## config.mk

```make
export PLATFORM = sky130hd
export DESIGN_NAME = xml_byte_escaper_flat
export DESIGN_NICKNAME = d
export VERILOG_FILES = /design/src/hdl/xbe_pkg.sv /design/src/hdl/xbe_stream_if.sv /design/src/hdl/xml_byte_escaper.sv /design/src/flat_wrapper.sv
export SDC_FILE = /design/constraint.sdc
export NUM_CORES = 1
export LEC_CHECK = 0
export ABC_AREA = 0
export BUFFER_PORTS_ARGS = -buffer_cell sky130_fd_sc_hd__buf_2
export CORE_AREA = 2 2 39 41
export CTS_BUF_LIST = sky130_fd_sc_hd__clkbuf_8
export DETAILED_ROUTE_END_ITERATION = 10
export DIE_AREA = 0 0 41 43
export PLACE_DENSITY = 0.65
export SYNTH_ARGS = -nofsm -noshare
export SYNTH_HDL_FRONTEND = slang
export SYNTH_SLANG_ARGS = --single-unit
```

## constraint.sdc

```tcl
create_clock -name clk -period 1.86 [get_ports clk]
set_input_delay 0.186 -clock clk [delete_from_list [all_inputs] [get_ports clk]]
set_output_delay 0.186 -clock clk [all_outputs]
set_load 0.01 [all_outputs]
```

## src/hdl/xbe_pkg.sv

```systemverilog
package xbe_pkg;

	// Payload of one raw input item
	typedef struct packed {
		logic       func;
		logic [7:0] in_byte;
		logic       in_final;
	} raw_item_t;

	// Payload of one escaped output item
	typedef struct packed {
		logic [7:0] out_byte;
		logic       run_last;
		logic       string_end;
	} esc_item_t;

	// What the body of an input byte expands to
	typedef enum logic [3:0] {
		KIND_NONE,
		KIND_CHAR,
		KIND_LT,
		KIND_GT,
		KIND_AMP,
		KIND_QUOT,
		KIND_CR_ENT,
		KIND_LF_ENT,
		KIND_BR,
		KIND_HEX
	} body_kind_t;

	localparam logic FUNC_ATTR = 1'b0;
	localparam logic FUNC_TEXT = 1'b1;

	localparam logic [7:0] CH_TAB   = 8'h09;
	localparam logic [7:0] CH_LF    = 8'h0A;
	localparam logic [7:0] CH_CR    = 8'h0D;
	localparam logic [7:0] CH_SPACE = 8'h20;
	localparam logic [7:0] CH_QUOT  = 8'h22;
	localparam logic [7:0] CH_AMP   = 8'h26;
	localparam logic [7:0] CH_LT    = 8'h3C;
	localparam logic [7:0] CH_GT    = 8'h3E;
	localparam logic [7:0] CH_DEL   = 8'h7F;

	// Strings sit right-aligned in a 12-character field
	localparam int STR_BITS = 96;
	localparam logic [STR_BITS-1:0] STR_LT     = STR_BITS'("&lt;");
	localparam logic [STR_BITS-1:0] STR_GT     = STR_BITS'("&gt;");
	localparam logic [STR_BITS-1:0] STR_AMP    = STR_BITS'("&amp;");
	localparam logic [STR_BITS-1:0] STR_QUOT   = STR_BITS'("&quot;");
	localparam logic [STR_BITS-1:0] STR_CR_ENT = STR_BITS'("&#13;");
	localparam logic [STR_BITS-1:0] STR_LF_ENT = STR_BITS'("&#10;");
	localparam logic [STR_BITS-1:0] STR_BR     = STR_BITS'("<br/>");
	localparam logic [STR_BITS-1:0] STR_HEX    = STR_BITS'("&lt;0xXX&gt;");

	localparam logic [3:0] BR_LEN     = 4'd5;
	localparam logic [3:0] HEX_HI_POS = 4'd6;
	localparam logic [3:0] HEX_LO_POS = 4'd7;

	// Character pos of an n-character string, zero past its end
	function automatic logic [7:0] str_char(input logic [STR_BITS-1:0] s,
	                                        input logic [3:0] n,
	                                        input logic [3:0] pos);
		int sh;
		logic [7:0] ch;
		sh = 8 * (int'(n) - 1 - int'(pos));
		ch = 8'h00;
		if (pos < n) begin
			ch = s[sh +: 8];
		end
		return ch;
	endfunction

	function automatic logic [7:0] hex_digit(input logic [3:0] v);
		logic [7:0] ch;
		if (v < 4'd10) begin
			ch = 8'h30 + {4'h0, v};
		end else begin
			ch = 8'h61 + {4'h0, v} - 8'd10;
		end
		return ch;
	endfunction

	function automatic logic [3:0] body_len(input body_kind_t kind);
		logic [3:0] n;
		case (kind)
			KIND_NONE:   n = 4'd0;
			KIND_CHAR:   n = 4'd1;
			KIND_LT:     n = 4'd4;
			KIND_GT:     n = 4'd4;
			KIND_AMP:    n = 4'd5;
			KIND_QUOT:   n = 4'd6;
			KIND_CR_ENT: n = 4'd5;
			KIND_LF_ENT: n = 4'd5;
			KIND_BR:     n = 4'd5;
			KIND_HEX:    n = 4'd12;
			default:     n = 4'd0;
		endcase
		return n;
	endfunction

	function automatic logic [7:0] body_char(input body_kind_t kind,
	                                         input logic [7:0] b,
	                                         input logic [3:0] pos);
		logic [7:0] ch;
		case (kind)
			KIND_CHAR:   ch = b;
			KIND_LT:     ch = str_char(STR_LT, 4'd4, pos);
			KIND_GT:     ch = str_char(STR_GT, 4'd4, pos);
			KIND_AMP:    ch = str_char(STR_AMP, 4'd5, pos);
			KIND_QUOT:   ch = str_char(STR_QUOT, 4'd6, pos);
			KIND_CR_ENT: ch = str_char(STR_CR_ENT, 4'd5, pos);
			KIND_LF_ENT: ch = str_char(STR_LF_ENT, 4'd5, pos);
			KIND_BR:     ch = str_char(STR_BR, BR_LEN, pos);
			KIND_HEX: begin
				if (pos == HEX_HI_POS) begin
					ch = hex_digit(b[7:4]);
				end else if (pos == HEX_LO_POS) begin
					ch = hex_digit(b[3:0]);
				end else begin
					ch = str_char(STR_HEX, 4'd12, pos);
				end
			end
			default:     ch = 8'h00;
		endcase
		return ch;
	endfunction

	// Classify one byte; pending tells whether a text-mode CR is held
	function automatic body_kind_t classify(input logic func, input logic [7:0] b,
	                                        input logic fin, input logic pending);
		body_kind_t kind;
		if (pending && func == FUNC_TEXT && b == CH_LF) begin
			kind = KIND_NONE;
		end else if (func == FUNC_TEXT && b == CH_CR) begin
			kind = fin ? KIND_BR : KIND_NONE;
		end else if (b == CH_LT) begin
			kind = KIND_LT;
		end else if (b == CH_GT) begin
			kind = KIND_GT;
		end else if (b == CH_AMP) begin
			kind = KIND_AMP;
		end else if (func == FUNC_ATTR && b == CH_QUOT) begin
			kind = KIND_QUOT;
		end else if (func == FUNC_ATTR && b == CH_CR) begin
			kind = KIND_CR_ENT;
		end else if (func == FUNC_ATTR && b == CH_LF) begin
			kind = KIND_LF_ENT;
		end else if (func == FUNC_TEXT && b == CH_LF) begin
			kind = KIND_BR;
		end else if ((b >= CH_SPACE && b < CH_DEL) || b == CH_TAB) begin
			kind = KIND_CHAR;
		end else begin
			kind = KIND_HEX;
		end
		return kind;
	endfunction

endpackage

```

## src/hdl/xbe_stream_if.sv

```systemverilog
interface xbe_stream_if #(
	parameter type item_t = logic
) ();
	logic  valid;
	logic  ready;
	item_t payload;

	modport source(output valid, output payload, input ready);
	modport sink(input valid, input payload, output ready);
endinterface

```

## src/hdl/xml_byte_escaper.sv

```systemverilog
// Channel   Modport  Payload                              Role
// raw       sink     func, in_byte, in_final              raw string bytes in
// escaped   source   out_byte, run_last, string_end       escaped characters out
//
// An item stays in the input stage until it has handed out every output character
// it causes (0 to 17); an item that causes none never enters, and one that causes
// one lets the next item in as its character goes out, so plain text streams at one
// item per cycle while escaped does not stall. Raw stalls while an expansion walks
// out, and while a loaded input stage waits on a stalled escaped channel; an empty
// stage takes an item at once; each character is registered on its way to escaped.
// Reset (arst_n low) empties both stages and drops any held carriage return.
module xml_byte_escaper (
	input logic clk,
	input logic arst_n,
	xbe_stream_if.sink raw,
	xbe_stream_if.source escaped
);

	// Input stage: one decoded item, walked one character per cycle while the output register is free
	logic                    valid_s1;
	logic [4:0]              idx_s1;
	logic [4:0]              len_s1;
	logic                    pre_s1;
	xbe_pkg::body_kind_t     kind_s1;
	logic [7:0]              byte_s1;
	logic                    fin_s1;

	// Held text-mode carriage return
	logic                    pending_cr_q;

	// Output register
	logic                    out_valid_q;
	xbe_pkg::esc_item_t      out_item_q;

	// Decode of the offered item
	xbe_pkg::raw_item_t      in_item;
	xbe_pkg::body_kind_t     in_kind;
	logic [4:0]              in_len;
	logic                    in_accept;
	logic                    in_load;
	logic                    pending_next;

	// Character emission
	logic                    out_free;
	logic                    emit;
	logic                    emit_last;
	logic [4:0]              body_pos;
	logic [7:0]              emit_char;

	assign in_item = raw.payload;
	assign in_kind = xbe_pkg::classify(in_item.func, in_item.in_byte, in_item.in_final,
	                                   pending_cr_q);
	// A held CR always opens the next item with <br/>
	assign in_len  = {1'b0, xbe_pkg::body_len(in_kind)} +
	                 (pending_cr_q ? {1'b0, xbe_pkg::BR_LEN} : 5'd0);

	// Hold a CR only in text mode and only when the string goes on
	assign pending_next = (in_item.func == xbe_pkg::FUNC_TEXT) &&
	                      (in_item.in_byte == xbe_pkg::CH_CR) && !in_item.in_final;

	assign out_free  = !out_valid_q || escaped.ready;
	assign emit      = valid_s1 && out_free;
	assign emit_last = (idx_s1 == len_s1 - 5'd1);

	// Take the next item once the current one hands over its last character
	assign raw.ready = !valid_s1 || (emit && emit_last);
	assign in_accept = raw.valid && raw.ready;
	// An item with no output characters never enters the stage
	assign in_load   = in_accept && (in_len != 5'd0);

	always_comb begin
		body_pos = pre_s1 ? (idx_s1 - {1'b0, xbe_pkg::BR_LEN}) : idx_s1;
		if (pre_s1 && idx_s1 < {1'b0, xbe_pkg::BR_LEN}) begin
			emit_char = xbe_pkg::str_char(xbe_pkg::STR_BR, xbe_pkg::BR_LEN, idx_s1[3:0]);
		end else begin
			emit_char = xbe_pkg::body_char(kind_s1, byte_s1, body_pos[3:0]);
		end
	end

	always_ff @(posedge clk or negedge arst_n) begin
		if (!arst_n) begin
			valid_s1     <= 1'b0;
			idx_s1       <= 5'd0;
			pending_cr_q <= 1'b0;
			out_valid_q  <= 1'b0;
		end else begin
			if (in_accept) begin
				pending_cr_q <= pending_next;
			end
			// Advance through the item, or load the next one behind it
			if (in_load) begin
				valid_s1 <= 1'b1;
				idx_s1   <= 5'd0;
			end else if (emit) begin
				if (emit_last) begin
					valid_s1 <= 1'b0;
				end
				idx_s1 <= idx_s1 + 5'd1;
			end
			if (emit) begin
				out_valid_q <= 1'b1;
			end else if (escaped.ready) begin
				out_valid_q <= 1'b0;
			end
		end
	end

	always_ff @(posedge clk) begin
		if (in_load) begin
			len_s1  <= in_len;
			pre_s1  <= pending_cr_q;
			kind_s1 <= in_kind;
			byte_s1 <= in_item.in_byte;
			fin_s1  <= in_item.in_final;
		end
		if (emit) begin
			out_item_q.out_byte   <= emit_char;
			out_item_q.run_last   <= emit_last;
			out_item_q.string_end <= emit_last && fin_s1;
		end
	end

	assign escaped.valid   = out_valid_q;
	assign escaped.payload = out_item_q;

`ifndef SYNTHESIS
	a_end_is_run_last: assert property (@(posedge clk) disable iff (!arst_n)
		escaped.valid && escaped.payload.string_end |-> escaped.payload.run_last)
		else $error("string_end without run_last");

	a_final_clears_cr: assert property (@(posedge clk) disable iff (!arst_n)
		in_accept && in_item.in_final |=> !pending_cr_q)
		else $error("carriage return held past end of string");

	a_idx_in_range: assert property (@(posedge clk) disable iff (!arst_n)
		valid_s1 |-> (idx_s1 < len_s1))
		else $error("character index beyond item length");

	a_cr_held_from_cr: assert property (@(posedge clk) disable iff (!arst_n)
		$rose(pending_cr_q) |-> $past(in_item.in_byte) == xbe_pkg::CH_CR)
		else $error("held carriage return without a CR byte");

	a_no_emit_when_full: assert property (@(posedge clk) disable iff (!arst_n)
		out_valid_q && !escaped.ready |=> $stable(out_item_q))
		else $error("output register overwritten while stalled");
`endif

endmodule
```

## src/flat_wrapper.sv

```systemverilog
// flat-port wrapper written by rule: the top's interface ports become plain ports
module xml_byte_escaper_flat 
  (clk, arst_n, raw_valid, raw_payload, raw_ready, escaped_valid, escaped_payload, escaped_ready);
  xbe_stream_if raw_i ();
  xbe_stream_if escaped_i ();
  input logic clk;
  input logic arst_n;
  input wire logic [$bits(raw_i.valid)-1:0] raw_valid;
  input wire logic [$bits(raw_i.payload)-1:0] raw_payload;
  output wire logic [$bits(raw_i.ready)-1:0] raw_ready;
  output wire logic [$bits(escaped_i.valid)-1:0] escaped_valid;
  output wire logic [$bits(escaped_i.payload)-1:0] escaped_payload;
  input wire logic [$bits(escaped_i.ready)-1:0] escaped_ready;
  assign raw_i.valid = raw_valid;
  assign raw_i.payload = raw_payload;
  assign raw_ready = raw_i.ready;
  assign escaped_valid = escaped_i.valid;
  assign escaped_payload = escaped_i.payload;
  assign escaped_i.ready = escaped_ready;
  xml_byte_escaper u_core (.clk(clk), .arst_n(arst_n), .raw(raw_i), .escaped(escaped_i));
endmodule
```

==> results.md <==
- Outcome: finished, final reports clean
- Post-synth EDFFs: 2
- PD cells: 1240 nW/µm²
- Clock Sinks: 9
- N_diodes: 0
- Most frequent cells in the layout: buf_2, dfrtp_1, a22oi_1
- Vias per std cell: 5.52
- Final cell count without fillers: 67
- Die W: 41 µm
- Worst-Skew Late Latency: roughly 0.23 ns
- Gp weighted congestion: slightly below 0.8
- Cell Rows: 14
- Maxcap violations: 0
- CP Data Required Time: 1.67 ns
- Reg2reg setup slack: approximately 0.38 ns
- Antenna violations before repair: 0
- Setup Skew: ~0.0017 ns
- Die Ht: approximately 43 µm
- Share of layout cells above drive strength 1: 0.294
- Final Cycle Share: 0.875
- Design Area, Final: between 500 and 600 µm²
- Clock root buffer: clkbuf_8
- Post-Syn Area: 462 µm²
- Post-DRT Antenna Nets: 0
- Nets: 58
- Post-CTS Setup Inserts: 0
- Post-Syn Nets: between 40 and 50
- Worst VDD drop: 634 µV
- WL per Instance: roughly 14 µm
- Dpl cell area: a little over 500 µm²
- Vias in the first global route: approximately 350
- Initial Util: 0.334
- Clk pin slew, worst setup/hold paths: approximately 0.040 ns
- Post-synthesis async set-or-reset flop share: 0.778
- Post-synthesis sequential area ratio: 0.509
- Fillers: 136
- Primary FF master, synth: dfrtp_1
- CTS tree: yes
- Post-Syn Area per Cell: 11.8 µm²
- #FFs+latches synth: 9
- Startpoint types: register
- Largest net degree at the start of global routing: 12
- IO buf count: 7
- I/O pin cnt: 8
- Least-Margin Pin Slew: ~0.36 ns
- First-pass GRT wire length: between 1.5 and 2 mm
- Worst Path Max Fanout: 5
- DRC: 0
- Data arrival, critical path: between 1 and 1.5 ns
- Clock Path Buffers: 2
- Die Area: between 1500 and 2000 µm²
- Initial DRC Count: 14
- Worst Hold Class: primary input to register
- Setup Viol. Count Final: 0
- Max Freq: between 600 and 700 MHz
- Inst Count DP: slightly above 60
- Initial DRT Pass Iterations: 4
- Max_slew headroom: 0.762
- Distinct cells, synth: 19
- Synth Warn #: 0
- CTS buffer count: 3
- Gr ovfl total: 0
- Fin. max-slew vios: 0
- Final core occ: 0.410
- Total track usage: 0.134
- Min Clock Period, post-route: approximately 1.6 ns
- Total wire length: approximately 930 µm
- Element type at the critical path end: output port
- RSZ-0062 raised after global routing: false
- P&R area growth vs syn: 23.0%
- Synth Instances: 39
- H-tree depth: 1
- Final Power: around 0.0007 W
- Critical Setup Path Class: register to output port
- Hpwl dp: 672 µm
- Leak: ~0.26 nW
- Setup_tns: 0 ns
- Hold Fails Final Rpt: 0
- Via count: 370
- Core footprint: approximately 1400 µm²
[synth_stat cells, drive strengths merged (2+ instances only)]
cell    n  share of area
o31ai   3          0.049
a22oi   5          0.081
o21ai   2          0.022
edfxtp  2           0.13
dfrtp   7           0.38
inv     2          0.016
or4     3          0.049
nand2   4          0.033
[final timing paths]
path | startpoint | to | depth (start not counted)
setup / recovery | u_core.idx_s1[0]$_DFFE_PN0P_ | raw_ready | 4
hold / removal | raw_payload | u_core.fin_s1$_DFFE_PN_ | 1
setup reg to reg | u_core.idx_s1[0]$_DFFE_PN0P_ | u_core.fin_s1$_DFFE_PN_ | 4
hold reg to reg | u_core.idx_s1[3]$_DFFE_PN0P_ | u_core.idx_s1[3]$_DFFE_PN0P_ | 2
max in group asynchronous | arst_n | u_core.idx_s1[2]$_DFFE_PN0P_ | 2
min in group asynchronous | arst_n | u_core.idx_s1[0]$_DFFE_PN0P_ | 2
[sequential cells by signal, indices dropped and copies added, names as in the netlist]
register / cells
u_core.escaped.payload: 1
u_core.valid_s1: 1
u_core.fin_s1: 1
u_core.escaped.valid: 1
u_core.idx_s1: 5
[what timing repair did]
item | in CTS | in global routing
resized for setup | 0 | 0
endpoints found under the hold margin | 7 | 0
hold buffers | 1 | 0
[kinds of logic after synthesis]
family | share of synthesized area
compound gates | 0.211
fa+ha+maj | 0.0271
buf+inv | 0.0407
flops | 0.509
simple gates | 0.211
[layout make-up]
type                            count  area [µm²]  area share
Clock buffer                        3        41.3      0.0727
Clock inverter                      1        3.75     0.00661
Inverter                            2        7.51      0.0132
Multi-Input combinational cell     27         208       0.366
Sequential cell                     9         235       0.414
Tap cell                           16        20.0      0.0352
Timing Repair Buffer                9        52.6      0.0925
[per-layer routing]
layer	vias up	GRT usage	wire length, µm
met5	-	0	0
met4	0	0.0800	21
met3	5	0.0471	45
met1	182	0.171	414
met2	8	0.188	450
li1	175	-	-
[stage by stage]
| stage | hold WS (ns) | setup slack (ns) |
|---|---|---|
| global placement | 0.0294 | 0.444 |
| CTS | 0.141 | 0.227 |
| detailed placement | 0.0307 | 0.389 |
| finish | 0.136 | 0.232 |
| floorplan | -0.110 | 0.328 |
| global route | 0.142 | 0.139 |
[worst max-delay path, cell delays in order (launching register included)]
cell     delay, ns
dfrtp_1       0.36
ha_1          0.18
nand2_1       0.13
o41ai_4       0.33
buf_2         0.20
[power by group]
group | switching [W] | leakage [nW] | internal (W)
Sequential | 0.0000582 | 0.0991 | 0.000257
Combinational | 0.0000887 | 0.139 | 0.0000775
Clock | 0.0000773 | 0.0269 | 0.000144
(Power assumes the default switching activity.)
